`config.mk`:
```
export PLATFORM = sky130hd
export DESIGN_NAME = adjustable_sawtooth_generator_flat
export DESIGN_NICKNAME = d
export VERILOG_FILES = /design/src/rtl/core/asg_pkg.sv /design/src/rtl/core/asg_if.sv /design/src/rtl/core/asg_ctrl.sv /design/src/rtl/core/asg_dpath.sv /design/src/rtl/core/adjustable_sawtooth_generator.sv /design/src/flat_wrapper.sv
export SDC_FILE = /design/constraint.sdc
export NUM_CORES = 1
export LEC_CHECK = 0
export ABC_AREA = 1
export BUFFER_PORTS_ARGS = -buffer_cell sky130_fd_sc_hd__buf_4
export CAP_MARGIN = 10
export CORE_MARGIN = 2
export CORE_UTILIZATION = 50
export DETAILED_ROUTE_END_ITERATION = 8
export GPL_TIMING_DRIVEN = 0
export PLACE_DENSITY = 0.67
export SLEW_MARGIN = 20
export SYNTH_ARGS = -nofsm -noshare
export SYNTH_HDL_FRONTEND = slang
export SYNTH_HIERARCHICAL = 1
export SYNTH_SLANG_ARGS = --single-unit
```
`constraint.sdc`:
```
create_clock -name clk_i -period 9.9 [get_ports clk_i]
set_input_delay 0.495 -clock clk_i [delete_from_list [all_inputs] [get_ports clk_i]]
set_output_delay 0.495 -clock clk_i [all_outputs]
set_load 0.005 [all_outputs]
```
`src/rtl/core/asg_pkg.sv`:
```
// shared types, codes and constants of the sawtooth generator
package asg_pkg;

  // field and state widths
  localparam int unsigned ValW   = 10;
  localparam int unsigned LevelW = 11;
  localparam int unsigned KeyW   = 3;
  localparam int unsigned IdxW   = 3;

  // default converter width
  localparam int unsigned DacBitsDefault = 10;

  // divider iterations, one quotient bit each
  localparam int unsigned DivSteps = ValW;
  localparam int unsigned CntW     = $clog2(DivSteps);

  // request types
  localparam logic REQ_TICK = 1'b0;
  localparam logic REQ_KEY  = 1'b1;

  // key codes
  localparam logic [KeyW-1:0] KEY_NONE       = 3'd0;
  localparam logic [KeyW-1:0] KEY_AMP_UP     = 3'd1;
  localparam logic [KeyW-1:0] KEY_AMP_DOWN   = 3'd2;
  localparam logic [KeyW-1:0] KEY_PERIOD_UP  = 3'd3;
  localparam logic [KeyW-1:0] KEY_PERIOD_DN  = 3'd4;

  // register indexes
  localparam logic [IdxW-1:0] REG_AMP_STEP    = 3'd0;
  localparam logic [IdxW-1:0] REG_AMP_MIN     = 3'd1;
  localparam logic [IdxW-1:0] REG_AMP_MAX     = 3'd2;
  localparam logic [IdxW-1:0] REG_PERIOD_STEP = 3'd3;
  localparam logic [IdxW-1:0] REG_PERIOD_MIN  = 3'd4;
  localparam logic [IdxW-1:0] REG_PERIOD_MAX  = 3'd5;

  // reset values
  localparam logic [ValW-1:0] AmpStepRst    = 10'd155;
  localparam logic [ValW-1:0] AmpMinRst     = 10'd155;
  localparam logic [ValW-1:0] AmpMaxRst     = 10'd1023;
  localparam logic [ValW-1:0] PeriodStepRst = 10'd10;
  localparam logic [ValW-1:0] PeriodMinRst  = 10'd10;
  localparam logic [ValW-1:0] PeriodMaxRst  = 10'd300;
  localparam logic [ValW-1:0] AmplitudeRst  = 10'd465;
  localparam logic [ValW-1:0] PeriodRst     = 10'd10;

  // period saturation bounds
  localparam logic [ValW-1:0] PeriodCeil  = 10'd1023;
  localparam logic [ValW-1:0] PeriodFloor = 10'd1;

  // controller to datapath commands
  typedef struct packed {
    logic load;
    logic div_step;
    logic commit_tick;
    logic commit_key;
  } asg_cmd_t;

endpackage

```
`src/rtl/core/asg_if.sv`:
```
// valid/ready channel interfaces for requests and results
interface asg_req_if import asg_pkg::*; ();
  logic            valid;
  logic            ready;
  logic            req_type;
  logic [KeyW-1:0] key_code;

  modport source (output valid, output req_type, output key_code, input ready);
  modport sink   (input valid, input req_type, input key_code, output ready);
endinterface

interface asg_res_if import asg_pkg::*; ();
  logic            valid;
  logic            ready;
  logic            sample_valid;
  logic [ValW-1:0] dac_value;
  logic [KeyW-1:0] toggle_led;
  logic [ValW-1:0] amplitude_now;
  logic [ValW-1:0] period_now;

  modport source (output valid, output sample_valid, output dac_value, output toggle_led,
                  output amplitude_now, output period_now, input ready);
  modport sink   (input valid, input sample_valid, input dac_value, input toggle_led,
                  input amplitude_now, input period_now, output ready);
endinterface

```
`src/rtl/core/asg_ctrl.sv`:
```
// sequencing state machine of the sawtooth generator
module asg_ctrl import asg_pkg::*; (
  input  logic     clk_i,
  input  logic     rst_ni,
  input  logic     in_valid_i,
  input  logic     in_type_i,
  output logic     in_ready_o,
  input  logic     out_ready_i,
  output logic     out_valid_o,
  output asg_cmd_t cmd_o
);

  localparam logic [1:0] S_IDLE = 2'd0;
  localparam logic [1:0] S_DIV  = 2'd1;
  localparam logic [1:0] S_FIN  = 2'd2;

  logic [1:0]      state_q, state_d;
  logic [CntW-1:0] cnt_q, cnt_d;
  logic            is_tick_q, is_tick_d;
  logic            out_valid_q, out_valid_d;
  logic            slot_free;

  assign slot_free   = !out_valid_q || out_ready_i;
  assign in_ready_o  = (state_q == S_IDLE);
  assign out_valid_o = out_valid_q;

  // next state and commands
  always_comb begin
    state_d   = state_q;
    cnt_d     = cnt_q;
    is_tick_d = is_tick_q;
    cmd_o     = '0;
    unique case (state_q)
      S_IDLE: begin
        if (in_valid_i) begin
          cmd_o.load = 1'b1;
          is_tick_d  = (in_type_i == REQ_TICK);
          cnt_d      = '0;
          state_d    = (in_type_i == REQ_TICK) ? S_DIV : S_FIN;
        end
      end
      S_DIV: begin
        cmd_o.div_step = 1'b1;
        cnt_d          = cnt_q + 1'b1;
        if (cnt_q == CntW'(DivSteps - 1)) begin
          state_d = S_FIN;
        end
      end
      S_FIN: begin
        if (slot_free) begin
          cmd_o.commit_tick = is_tick_q;
          cmd_o.commit_key  = !is_tick_q;
          state_d           = S_IDLE;
        end
      end
      default: begin
        state_d = S_IDLE;
      end
    endcase
  end

  // output register occupancy
  always_comb begin
    out_valid_d = out_valid_q;
    if (cmd_o.commit_tick || cmd_o.commit_key) begin
      out_valid_d = 1'b1;
    end else if (out_ready_i) begin
      out_valid_d = 1'b0;
    end
  end

  always_ff @(posedge clk_i or negedge rst_ni) begin
    if (!rst_ni) begin
      state_q     <= S_IDLE;
      cnt_q       <= '0;
      is_tick_q   <= 1'b0;
      out_valid_q <= 1'b0;
    end else begin
      state_q     <= state_d;
      cnt_q       <= cnt_d;
      is_tick_q   <= is_tick_d;
      out_valid_q <= out_valid_d;
    end
  end

endmodule

```
`src/rtl/core/asg_dpath.sv`:
```
// settings, divider, level counter and result register of the generator
module asg_dpath import asg_pkg::*; #(
  parameter int unsigned DAC_BITS = DacBitsDefault
) (
  input  logic            clk_i,
  input  logic            rst_ni,
  input  asg_cmd_t        cmd_i,
  input  logic [KeyW-1:0] key_code_i,
  input  logic            cfg_we_i,
  input  logic [IdxW-1:0] cfg_idx_i,
  input  logic [ValW-1:0] cfg_data_i,
  output logic            sample_valid_o,
  output logic [ValW-1:0] dac_value_o,
  output logic [KeyW-1:0] toggle_led_o,
  output logic [ValW-1:0] amplitude_now_o,
  output logic [ValW-1:0] period_now_o
);

  localparam int unsigned CmpW   = 17;
  localparam logic [CmpW-1:0] DacMax = CmpW'((32'd1 << DAC_BITS) - 32'd1);

  logic [ValW-1:0]   amp_step_q, amp_min_q, amp_max_q;
  logic [ValW-1:0]   per_step_q, per_min_q, per_max_q;
  logic [LevelW-1:0] level_q, level_d;
  logic [ValW-1:0]   amp_q, amp_d;
  logic [ValW-1:0]   per_q, per_d;
  logic [KeyW-1:0]   led_q, led_d;
  logic [KeyW-1:0]   key_q;
  logic [ValW-1:0]   rem_q, quo_q;

  logic [ValW:0]     rem_sh, rem_sub;
  logic              fits;
  logic [LevelW-1:0] tick_sum;
  logic              wrap;
  logic [ValW:0]     amp_up_sum, per_up_sum;
  logic [ValW-1:0]   amp_up_val, amp_dn_val, per_up_val, per_dn_val;
  logic              key_ok;
  logic [KeyW-1:0]   toggle_d;
  logic [ValW-1:0]   dac_d;

  // configuration registers
  always_ff @(posedge clk_i or negedge rst_ni) begin
    if (!rst_ni) begin
      amp_step_q <= AmpStepRst;
      amp_min_q  <= AmpMinRst;
      amp_max_q  <= AmpMaxRst;
      per_step_q <= PeriodStepRst;
      per_min_q  <= PeriodMinRst;
      per_max_q  <= PeriodMaxRst;
    end else if (cfg_we_i) begin
      unique case (cfg_idx_i)
        REG_AMP_STEP:    amp_step_q <= cfg_data_i;
        REG_AMP_MIN:     amp_min_q  <= cfg_data_i;
        REG_AMP_MAX:     amp_max_q  <= cfg_data_i;
        REG_PERIOD_STEP: per_step_q <= cfg_data_i;
        REG_PERIOD_MIN:  per_min_q  <= cfg_data_i;
        REG_PERIOD_MAX:  per_max_q  <= cfg_data_i;
        default: ;
      endcase
    end
  end

  // restoring divider step, amplitude over period
  assign rem_sh  = {rem_q, quo_q[ValW-1]};
  assign fits    = (rem_sh >= {1'b0, per_q});
  assign rem_sub = rem_sh - {1'b0, per_q};

  always_ff @(posedge clk_i) begin
    if (cmd_i.load) begin
      key_q <= key_code_i;
      rem_q <= '0;
      quo_q <= amp_q;
    end else if (cmd_i.div_step) begin
      rem_q <= fits ? rem_sub[ValW-1:0] : rem_sh[ValW-1:0];
      quo_q <= {quo_q[ValW-2:0], fits};
    end
  end

  // tick: advance the level, wrap past the amplitude
  assign tick_sum = level_q + LevelW'(quo_q);
  assign wrap     = (tick_sum > LevelW'(amp_q));

  // key candidates with saturation
  assign amp_up_sum = {1'b0, amp_q} + {1'b0, amp_step_q};
  assign amp_up_val = (amp_up_sum > {1'b0, amp_max_q}) ? amp_max_q : amp_up_sum[ValW-1:0];
  assign amp_dn_val = (amp_step_q >= amp_q) ? '0 : amp_q - amp_step_q;
  assign per_up_sum = {1'b0, per_q} + {1'b0, per_step_q};
  assign per_up_val = (per_up_sum > {1'b0, PeriodCeil}) ? PeriodCeil : per_up_sum[ValW-1:0];
  assign per_dn_val = (per_step_q >= per_q) ? PeriodFloor : per_q - per_step_q;

  // next state of level, settings and led selection
  always_comb begin
    level_d  = level_q;
    amp_d    = amp_q;
    per_d    = per_q;
    led_d    = led_q;
    key_ok   = 1'b0;
    toggle_d = KEY_NONE;
    if (cmd_i.commit_tick) begin
      level_d  = wrap ? '0 : tick_sum;
      toggle_d = wrap ? led_q : KEY_NONE;
    end else if (cmd_i.commit_key) begin
      unique case (key_q)
        KEY_AMP_UP: begin
          key_ok = (amp_q < amp_max_q);
          if (key_ok) amp_d = amp_up_val;
        end
        KEY_AMP_DOWN: begin
          key_ok = (amp_q > amp_min_q);
          if (key_ok) amp_d = amp_dn_val;
        end
        KEY_PERIOD_UP: begin
          key_ok = (per_q < per_max_q);
          if (key_ok) per_d = per_up_val;
        end
        KEY_PERIOD_DN: begin
          key_ok = (per_q > per_min_q);
          if (key_ok) per_d = per_dn_val;
        end
        default: key_ok = 1'b0;
      endcase
      if (key_ok) begin
        level_d = '0;
        led_d   = key_q;
      end
    end
  end

  // converter clamp
  assign dac_d = (CmpW'(level_d) > DacMax) ? DacMax[ValW-1:0] : level_d[ValW-1:0];

  always_ff @(posedge clk_i or negedge rst_ni) begin
    if (!rst_ni) begin
      level_q <= '0;
      amp_q   <= AmplitudeRst;
      per_q   <= PeriodRst;
      led_q   <= KEY_NONE;
    end else begin
      level_q <= level_d;
      amp_q   <= amp_d;
      per_q   <= per_d;
      led_q   <= led_d;
    end
  end

  // result register
  always_ff @(posedge clk_i) begin
    if (cmd_i.commit_tick || cmd_i.commit_key) begin
      sample_valid_o  <= cmd_i.commit_tick;
      dac_value_o     <= dac_d;
      toggle_led_o    <= toggle_d;
      amplitude_now_o <= amp_d;
      period_now_o    <= per_d;
    end
  end

endmodule

```
`src/rtl/core/adjustable_sawtooth_generator.sv`:
```
// top level of the adjustable sawtooth generator
//
// Usage: requests enter on the req channel (valid/ready); each transaction
// is either a timer tick or a key event. Every request yields exactly one
// transaction on the res channel carrying the DAC sample, the LED to toggle
// on a wrap, and the current amplitude and period settings.
// A tick result passes through the restoring divider, which forms
// amplitude / period one quotient bit per cycle; the level is then
// updated and the result loaded. The next request can be taken in the
// cycle after the result is loaded.
// A key event skips the divider and its result is loaded directly.
// One request is in flight at a time.
// The result sits in an output register, so a new request is accepted
// while the previous result waits; if the receiver keeps stalling, the
// block holds the finished result in its final state until the register
// frees up, and req.ready stays low meanwhile.
// Reset (rst_ni low, asynchronous) clears the level, selects no LED, sets
// amplitude 465 and period 10 and loads the register defaults.
// Settings are written through cfg_we_i / cfg_idx_i / cfg_data_i; the user must write them while no
// request is in flight, the block itself does not enforce it; writes take effect at the next clock edge.
module adjustable_sawtooth_generator import asg_pkg::*; #(
  parameter int unsigned DAC_BITS = DacBitsDefault
) (
  input  logic            clk_i,
  input  logic            rst_ni,
  asg_req_if.sink         req,
  asg_res_if.source       res,
  input  logic            cfg_we_i,
  input  logic [IdxW-1:0] cfg_idx_i,
  input  logic [ValW-1:0] cfg_data_i
);

  asg_cmd_t cmd;

  // sequencing
  asg_ctrl u_ctrl (
    .clk_i       (clk_i),
    .rst_ni      (rst_ni),
    .in_valid_i  (req.valid),
    .in_type_i   (req.req_type),
    .in_ready_o  (req.ready),
    .out_ready_i (res.ready),
    .out_valid_o (res.valid),
    .cmd_o       (cmd)
  );

  // arithmetic and state
  asg_dpath #(
    .DAC_BITS (DAC_BITS)
  ) u_dpath (
    .clk_i           (clk_i),
    .rst_ni          (rst_ni),
    .cmd_i           (cmd),
    .key_code_i      (req.key_code),
    .cfg_we_i        (cfg_we_i),
    .cfg_idx_i       (cfg_idx_i),
    .cfg_data_i      (cfg_data_i),
    .sample_valid_o  (res.sample_valid),
    .dac_value_o     (res.dac_value),
    .toggle_led_o    (res.toggle_led),
    .amplitude_now_o (res.amplitude_now),
    .period_now_o    (res.period_now)
  );

  // a result is only loaded into a free output register
  a_commit_free: assert property (@(posedge clk_i) disable iff (!rst_ni)
    (cmd.commit_tick || cmd.commit_key) |-> (!res.valid || res.ready))
    else $error("result loaded over an untaken result");

  // tick and key commits are exclusive
  a_commit_excl: assert property (@(posedge clk_i) disable iff (!rst_ni)
    !(cmd.commit_tick && cmd.commit_key))
    else $error("tick and key commit together");

  // period never reaches zero
  a_period_nz: assert property (@(posedge clk_i) disable iff (!rst_ni)
    res.valid |-> (res.period_now != '0))
    else $error("period is zero");

  // level never exceeds the amplitude
  a_level_bound: assert property (@(posedge clk_i) disable iff (!rst_ni)
    res.valid |-> (res.dac_value <= res.amplitude_now))
    else $error("sample above amplitude");

endmodule
```
`src/flat_wrapper.sv`:
```
// flat-port wrapper written by rule: the top's interface ports become plain ports
module adjustable_sawtooth_generator_flat import asg_pkg::*;
#(
  parameter int unsigned DAC_BITS = DacBitsDefault
)
  (clk_i, rst_ni, cfg_we_i, cfg_idx_i, cfg_data_i, req_valid, req_req_type, req_key_code, req_ready, res_valid, res_sample_valid, res_dac_value, res_toggle_led, res_amplitude_now, res_period_now, res_ready);
  asg_req_if req_i ();
  asg_res_if res_i ();
  input  logic clk_i;
  input  logic rst_ni;
  input  logic cfg_we_i;
  input  logic [IdxW-1:0] cfg_idx_i;
  input  logic [ValW-1:0] cfg_data_i;
  input wire logic [$bits(req_i.valid)-1:0] req_valid;
  input wire logic [$bits(req_i.req_type)-1:0] req_req_type;
  input wire logic [$bits(req_i.key_code)-1:0] req_key_code;
  output wire logic [$bits(req_i.ready)-1:0] req_ready;
  output wire logic [$bits(res_i.valid)-1:0] res_valid;
  output wire logic [$bits(res_i.sample_valid)-1:0] res_sample_valid;
  output wire logic [$bits(res_i.dac_value)-1:0] res_dac_value;
  output wire logic [$bits(res_i.toggle_led)-1:0] res_toggle_led;
  output wire logic [$bits(res_i.amplitude_now)-1:0] res_amplitude_now;
  output wire logic [$bits(res_i.period_now)-1:0] res_period_now;
  input wire logic [$bits(res_i.ready)-1:0] res_ready;
  assign req_i.valid = req_valid;
  assign req_i.req_type = req_req_type;
  assign req_i.key_code = req_key_code;
  assign req_ready = req_i.ready;
  assign res_valid = res_i.valid;
  assign res_sample_valid = res_i.sample_valid;
  assign res_dac_value = res_i.dac_value;
  assign res_toggle_led = res_i.toggle_led;
  assign res_amplitude_now = res_i.amplitude_now;
  assign res_period_now = res_i.period_now;
  assign res_i.ready = res_ready;
  adjustable_sawtooth_generator #(.DAC_BITS(DAC_BITS)) u_core (.clk_i(clk_i), .rst_ni(rst_ni), .req(req_i), .res(res_i), .cfg_we_i(cfg_we_i), .cfg_idx_i(cfg_idx_i), .cfg_data_i(cfg_data_i));
endmodule
```
Word-level counts from Yosys, hierarchy flattened
Index checks and enable logic that the tools add are counted.
Widths: inputs -> output; s select.
- word-level logic and storage cells: 115
- ROM bits: 0
- bits in writable memories: 0
- flip-flop bits (word level): 159
- bits in latches: 0
- memories kept: 0
- bitwise gates (word level): 2
- equality and inequality tests: 15
- reductions and logical operators: 20
- $lt $le $gt $ge: 11
- $add $sub $neg: 7
- multiply operators: 0
- divide/modulo/power cells: 0
- mux-type cells: 38
- shift operators: 0
- operator list (cell ; number):
    $mux 10 ; 15
    $mux 11 ; 4
    $pmux 10 s2 ; 2
    $sub 10x10->10 ; 3
    $add 10x10->11 ; 2
    $gt 11x10->1 ; 2
    $gt 11x10->1 const B ; 2
    $ge 10x10->1 ; 2
    $gt 10x10->1 ; 2
    $lt 10x10->1 ; 2
    $reduce_and 2->1 ; 9
    $eq 3x2->1 const B ; 4
    $mux 2 ; 6
    $add 11x10->11 ; 1
    $ge 11x10->1 ; 1
    $eq 3x3->1 const B ; 3
    $pmux 4 s2 ; 1
    $mux 1 ; 7
    $eq 3x1->1 const B ; 2
    $ne 2x2->1 const B ; 3
    $pmux 2 s3 ; 1
    $reduce_and 3->1 ; 2
    $reduce_bool 2->1 ; 3
    $add 4x1->4 const B ; 1
    10 further kinds ; 13

Logic depth before layout (Yosys ltp)
Gate-level depths: netlist of the first run.
- word-level depth: 10
- mapped depth: 25
- gate-level depth less buffers: 25

Modules after synthesis
Netlist of the first run, hierarchy kept.
- by module, submodules not included (module ; instances ; area an instance (um^2) ; cells each ; sequential area each (um^2)):
    asg_dpath ; 1 ; 11026.8 ; 1414 ; 4007.6
    asg_ctrl ; 1 ; 439.2 ; 54 ; 200.2

Worst setup path before layout of the first run
No wires, ideal clock.
- path kind: register to register
- start: reg u_core.u_dpath.amp_q[0]
- end: reg u_core.u_dpath.amplitude_now_o[0] (data pin)
- arrival time: 2907 ps
- stages on the path, launching flop included: 25
- setup slack: 6736 ps
- cell sequence: dfstp_2 > ha_1 > inv_1 > fa_1 > nand3b_1 > nand3_1 > xor2_1 > inv_1 > ha_1 > nand2_1 > nor2_1 > nand2_1 > nand2_1 > nand2_1 > nand2_1 > nand2_1 > nand2_1 > nand2_1 > buf_2 > nand3_1 > nand3_1 > nand2_1 > nand2_1 > nand2_1 > nand2_1
- word-level cells in the longest chain between the ends: 7
- ends and longest elaborated chain (what ; RTL line ; RTL):
    start, declared ; asg_dpath.sv:25 ; logic [ValW-1:0] amp_q, amp_d;
    start signal, assigned ; asg_dpath.sv:135 ; amp_q <= AmplitudeRst;
    start signal, assigned ; asg_dpath.sv:140 ; amp_q <= amp_d;
    $add 10x10->11 ; asg_dpath.sv:84 ; assign amp_up_sum = {1'b0, amp_q} + {1'b0, amp_step_q};
    $gt 11x10->1 ; asg_dpath.sv:85 ; assign amp_up_val = (amp_up_sum > {1'b0, amp_max_q}) ? amp_max_q : amp_up_sum[ValW-1:0];
    $mux 10 ; asg_dpath.sv:85 ;
    $mux 10 ; asg_dpath.sv:106 ; if (key_ok) amp_d = amp_up_val;
    $pmux 10 s2 ; asg_dpath.sv:103 ; unique case (key_q)
    $mux 10 ; asg_dpath.sv:102 ; end else if (cmd_i.commit_key) begin
    $mux 10 (*) ; asg_dpath.sv:99 ; if (cmd_i.commit_tick) begin
    via u_core.u_dpath.amp_d[0] ; asg_dpath.sv:25 ;
    end signal, assigned ; asg_dpath.sv:152 ; amplitude_now_o <= amp_d;
    end, declared ; asg_dpath.sv:15 ; output logic [ValW-1:0] amplitude_now_o,
The timed path passes the listed nets; every way through them passes the cells marked *.
A chain may end at the register's enable or synchronous reset.

Worst setup path in the final report of the first run
- start: reg u_core.u_dpath.amp_q[4]
- end: reg u_core.u_dpath.amplitude_now_o[2] (data pin)
- word-level cells in the longest chain between the ends: 7
- ends and longest elaborated chain (what ; RTL line):
    $add 10x10->11 ; asg_dpath.sv:84
    $gt 11x10->1 ; asg_dpath.sv:85
    $mux 10 ; asg_dpath.sv:85
    $mux 10 ; asg_dpath.sv:106
    $pmux 10 s2 (*) ; asg_dpath.sv:103
    $mux 10 (*) ; asg_dpath.sv:102
    $mux 10 (*) ; asg_dpath.sv:99
    via u_core.u_dpath.amp_d[2] ; asg_dpath.sv:25
Marks and branches as above.

==> impl_metrics.ini, run 1 <==
[die]
die_area_um2 = 24200
rows = 55
die_x_um = 155
design.core.area_um2 = 22600
die_y_um = 155
ios = 58
initial_utilization = 0.508

[worst_setup_path]
path_max_fanout = 10
arrival_ns = 4.00
cp-start-kind = register
critPathKind = reg2reg
cp-end-kind = register
cp.required_ns = 10.08

[route]
drc = 0
drt-wirelength-per-cell_um = 16.0
wl_um = 29500
drtIter0Drc = 603
ant_nets = 0
via_count = 9861
drt_first_pass_iters = 5
vias_per_cell = 5.35

[place]
gp_congestion = 0.929
dpl.hpwl_um = 22500
place_inst = 1811
io_buffer_count = 57

[power_and_ir_drop]
combPwrFrac = 0.592
p_seq_frac = 0.258
p_int_uw = 2360
sw_frac_of_total = 0.486
max-vdd-ir-drop_uv = 188
leakage_uw = 0.00634
fin_total_pwr_uw = 4600
power.density_nw_per_um2 = 356
clkPwrFrac = 0.151
p_sw_uw = 2240

[sta]
post-route-min-period_ns = 3.83
hold_violations = 0
setup_viol = 0
worstMarginPinSlew_ns = 0.977
final.setup.tns_ns = 0
drv_slew = 0
rsz0062_at_grt = no
max_freq_ghz = 0.261
fin_crit_sh = 0.387
slew_headroom = 0.349
fin_skew_ns = 0.0113

[final_layout]
multi_input_area_um2 = 6240
final_nets = 1693
final_cells = 1843
drive_gt1_frac = 0.142
diodes = 0
regMostFlops = u_core/u_dpath/level_q
num-fill-cells = 2137
largest_reg_flops = 11
synthToLayoutAreaGrowth_pct = 12.5
seqCellArea_um2 = 4210

[global_routing]
grt_pass1_wl_um = 48600
grt_usage = 0.255
overflow = 0
antenna_found_initial = 0
grt_pass1_vias = 9763
grt_max_degree = 103

[cts]
post_cts_buffers = 0
cts_hold_buf = 0
cts_buffers = 17
cts_sinks = 159
ctsResizeCount = 0
cts_buffer_depth = 2
clock_latency_ns = 0.43
cts.clk_slew.worst_paths_ns = 0.07
h-tree-depth = 4
clockRootBuffer = clkbuf_16
tritoncts = yes

[logic_synthesis]
ys.flop_type = dfrtp_1
ys_types = 54
yosysSeqAreaShare = 0.367
synth.most_common_cell = nand2_1
async_flop_share = 0.642
synth_largest_area_cell = dfrtp_1
yosysWarningCount = 6
yosys.area.top_type_share = 0.146
synth_area_um2 = 11500
synth_common_cells = nand2_1, inv_1, o21ai_0, ha_1, nor2_1
yosys-top-cells-area = dfrtp_1, ha_1, edfxtp_1, nand2_1, dfstp_2
syn_inst = 1468
syn_nets = 1616
ys_ff_latch = 159
syn_area_per_cell_um2 = 7.81
synth_edf_count = 47

[job]
cap_viol_max_count = 0

[worst_hold_path]
hold_path_class = in2async

[status]
status = finished, final reports clean
==> power groups by stage <==
stage                     clock [uW]  sequential (uW)  combinational, uW
after global routing             737             1210               3100
final                            693             1180               2720
after CTS                        712             1180               2700
after floorplan                    0             1110               2020
after global placement             0             1190               2620
after detailed placement           0             1190               2680
==> metrics by stage <==
stage | worst slack (ns) | cell area (um2) | hold slack [ns] | utilization
after floorplan | 6.74 | 11500 | 0.199 | -
after global routing | 5.84 | 12900 | 0.234 | 0.572
final | 6.07 | 12900 | 0.181 | 0.572
after global placement | 6.16 | 12300 | 0.463 | 0.543
after detailed placement | 6.16 | 12300 | 0.469 | 0.544
after CTS | 6.14 | 12900 | 0.235 | 0.572
==> worst paths after layout <==
check                                        startpoint                                end  slack (ns)  cells past startpoint
worst max-delay path            u_core/u_dpath/amp_q[4]  u_core/u_dpath/amplitude_now_o[2]        6.07                     23
worst min-delay path                             rst_ni        u_core/u_dpath/per_min_q[2]        0.18                      1
worst max register to register  u_core/u_dpath/amp_q[4]  u_core/u_dpath/amplitude_now_o[2]        6.07                     23
worst min register to register  u_core/u_dpath/rem_q[1]            u_core/u_dpath/rem_q[1]        0.47                      2
max in group asynchronous                        rst_ni          u_core/u_dpath/level_q[7]        9.06                      1
min in group clk_i                      req_key_code[1]            u_core/u_dpath/key_q[1]        0.25                      1
==> layout by cell type, fill, tap and decap left out, types with 7 or more instances in the layout <==
master     instances
nand2_1          367
inv_1            195
o21ai_0          128
ha_1             120
nor2_1            84
a21oi_1           82
nand3_1           72
dfrtp_1           67
buf_4             62
edfxtp_1          47
dfstp_2           35
xor2_1            27
clkbuf_16         17
nand4_1           17
inv_2             16
o21ai_1           16
clkbuf_1          16
nand2_2           15
o211ai_1          15
buf_2             14
xnor2_1           13
nor3_1            11
dfxtp_1           10
nor2_2             8
o21bai_1           7
nand3_2            7
==> metal layers <==
layer	GRT usage	share of wire
met5	0	0
met4	0.0917	0.027
met3	0.0340	0.041
met2	0.422	0.47
met1	0.343	0.46
==> kinds of logic (layout without fill, tap and decap cells) <==
kind of cell    Yosys count  in the layout  share of synthesized area
buf+inv                 255            345                     0.0892
xor+xnor                 40             40                     0.0306
compound gates          283            283                      0.138
simple gates            605            605                      0.234
flops                   159            159                      0.367
fa+ha+maj               126            126                      0.141
==> worst max-delay path, stage by stage (launching register included) <==
cell and delay [ns]:
dfstp_2 0.69, ha_1 0.28, buf_2 0.17, nor2_1 0.18, nand3_1 0.14, o21ai_1 0.16
xor2_1 0.37, ha_1 0.33, nand2_1 0.09, inv_1 0.05, a21oi_1 0.14, nand2_1 0.07
nand2_1 0.05, nand2_1 0.04, nand2_1 0.05, nand2_1 0.04, nand2_1 0.09, nand2_2 0.14
nand2_1 0.10, nand3_1 0.09, nand2_1 0.10, nand2_1 0.05, nand2_1 0.06, nand2_1 0.06
==> layout make-up <==
| cell class | instances | area share |
|---|---|---|
| multi-input combinational | 1054 | 0.483 |
| inverter | 215 | 0.0627 |
| sequential | 159 | 0.326 |
| clock inverter | 14 | 0.0141 |
| tap | 285 | 0.0276 |
| clock buffer | 18 | 0.0340 |
| buffer | 40 | 0.0165 |
| timing repair buffer | 58 | 0.0356 |
Note: power is estimated with default switching activity, not from simulation.
==> run 2, diff against run 1 <==
Settings changed: PLACE_DENSITY 0.67 to 0.7.
Clock period 9.9 ns to 3.25 ns, I/O delays scaled along.
==> impl_metrics.ini, run 2 (same netlist as run 1, synthesis figures left out) <==
[final_layout]
multi_input_area_um2 = 6660
final_common_cell = nand2_1
num-fill-cells = 1988
largest_reg_flops = 11
seqCellArea_um2 = 4210
final_cells = 1904
diodes = 0
final_nets = 1754
layout_common_cells = nand2_1, inv_1, o21ai_0
synthToLayoutAreaGrowth_pct = 20.5
regMostFlops = u_core/u_dpath/level_q
drive_gt1_frac = 0.219

[global_routing]
antenna_found_initial = 0
grt_usage = 0.269
grt_pass1_vias = 10200
grt_pass1_wl_um = 51300
grt_max_degree = 103
overflow = 0

[worst_setup_path]
path_max_fanout = 5
cp-start-kind = register
reg2reg_setup_slack_ns = -0.20
crit_chain = ha_4 -> inv_2 -> fa_2 -> buf_4 -> buf_4 -> xor2_2 -> ha_1 -> a21oi_1 -> nand2_1 -> nand2_1 -> nand2_1 -> nand2_1 -> nand2_1 -> nand2_1 -> nand2_2 -> nand2_4 -> nand2_4 -> nand2_2 -> nand3_2 -> nand2_2 -> nand2_1 -> nand2_1 -> nand2_2
critPathTopFamily = simple AND/OR/NAND/NOR gates
slowest_delay_ns = 0.57
reg2reg_depth = 23
arrival_ns = 3.64
critPathSlowestCell = dfstp_2
cp-end-kind = register
cp.required_ns = 3.44
critPathKind = reg2reg
cp_common_cell = nand2_1
cp.buffers_inverters = 3
cp.depth = 23

[place]
io_buffer_count = 57
dpl.hpwl_um = 22600
place_inst = 1811
gp_congestion = 0.925

[route]
ant_nets = 0
drtIter0Drc = 658
drt_first_pass_iters = 7
drc = 0
drt-wirelength-per-cell_um = 16.8
wl_um = 32100
via_count = 10300
vias_per_cell = 5.43

[sta]
hold_violations = 0
whs_ns = 0.0766
setup_ws_ns = -0.199
worstMarginPinSlew_ns = 0.968
rsz0062_at_grt = yes
fin_skew_ns = 0.0142
final.setup.tns_ns = -1.73
fin_crit_sh = 1.06
max_freq_ghz = 0.290
setup_viol = 15
drv_slew = 0
slew_headroom = 0.355
post-route-min-period_ns = 3.45

[die]
die_x_um = 155
design.core.area_um2 = 22600
rows = 55
die_area_um2 = 24200
ios = 58
die_y_um = 155
initial_utilization = 0.508

[power_and_ir_drop]
leakage_uw = 0.00670
max-vdd-ir-drop_uv = 550
power.density_nw_per_um2 = 1130

[status]
status = finished with violations
violations = negative setup slack

[worst_hold_path]
hold_path_class = in2reg
holdPathStages = 4

[cts]
h-tree-depth = 4
cts_buffers = 17
cts_buffer_depth = 2
clockRootBuffer = clkbuf_16
clock_latency_ns = 0.43
cts_sinks = 159
cts.clk_slew.worst_paths_ns = 0.07
tritoncts = yes

[job]
cap_viol_max_count = 0
[run 2: changes by cell type in the layout (fill, tap and decap cells not counted), moves of 7 or more]
cell and delta:
buf_4 +51, ha_1 -11, ha_4 +10, inv_1 -8
inv_2 +7, nand2_1 -27, nand2_2 +24, nand3_1 -11
nand3_2 +11
[run 2: final timing paths]
check	end	startpoint
worst max-delay path	u_core/u_dpath/amplitude_now_o[2]	u_core/u_dpath/amp_step_q[0]
worst min-delay path	u_core/u_ctrl/cnt_q[3]	req_valid
worst max register to register	u_core/u_dpath/amplitude_now_o[2]	u_core/u_dpath/amp_step_q[0]
worst min register to register	u_core/u_dpath/rem_q[3]	u_core/u_dpath/rem_q[3]
max in group asynchronous	u_core/u_dpath/amp_q[5]	rst_ni
min in group asynchronous	u_core/u_dpath/amp_q[1]	rst_ni
[run 2: area by class of cell]
cell class / instances / share of cell area
sequential: 159 / 0.305
tap: 285 / 0.0258
clock inverter: 14 / 0.0122
buffer: 40 / 0.0173
timing repair buffer: 118 / 0.0675
inverter: 215 / 0.0588
multi-input combinational: 1055 / 0.482
clock buffer: 18 / 0.0311
[run 2: where the power goes]
| part | internal [uW] | switching, uW |
|---|---|---|
| combinational | 3910 | 6080 |
| clock | 1160 | 912 |
| sequential | 2930 | 618 |
[run 2: worst register-to-register path: stages, from the launching register on]
cell     delay (ns)
dfstp_2        0.57
ha_4           0.15
inv_2          0.03
fa_2           0.36
buf_4          0.15
buf_4          0.14
xor2_2         0.18
ha_1           0.32
a21oi_1        0.19
nand2_1        0.08
nand2_1        0.06
nand2_1        0.05
nand2_1        0.05
nand2_1        0.05
nand2_1        0.08
nand2_2        0.06
nand2_4        0.12
nand2_4        0.10
nand2_2        0.09
nand3_2        0.10
nand2_2        0.08
nand2_1        0.05
nand2_1        0.08
nand2_2        0.07
[run 2: per-stage QoR]
| stage | power [uW] | utilization | instance area, um2 | setup slack, ns |
|---|---|---|---|---|
| 6_report | 15600 | 0.612 | 13800 | -0.199 |
| 5_1_grt | 17000 | 0.612 | 13800 | -0.393 |
| 4_1_cts | 14700 | 0.594 | 13400 | -0.0872 |
| 3_5_place_dp | 11800 | 0.544 | 12300 | -0.482 |
| 3_3_place_gp | 11600 | 0.543 | 12300 | -0.499 |
| 2_1_floorplan | 9520 | - | 11500 | 0.0857 |
[run 2: metal layers]
metal,part of all wire,vias up,GRT usage,wire length (um)
met5,0,-,0,0
met4,0.035,0,0.100,1130
met3,0.040,71,0.0398,1280
met2,0.48,280,0.453,15500
met1,0.44,4884,0.351,14100
li1,-,5097,-,-
[run 2: timing repair]
item / in CTS / in global routing
buffers inserted: 33 / 20
endpoints found under the hold margin: 73 / 0
hold buffers: 6 / 0
gates resized for setup: 52 / 57
pin swaps: 27 / 39
setup endpoints to repair: 41 / 43
gates cloned: 2 / 0
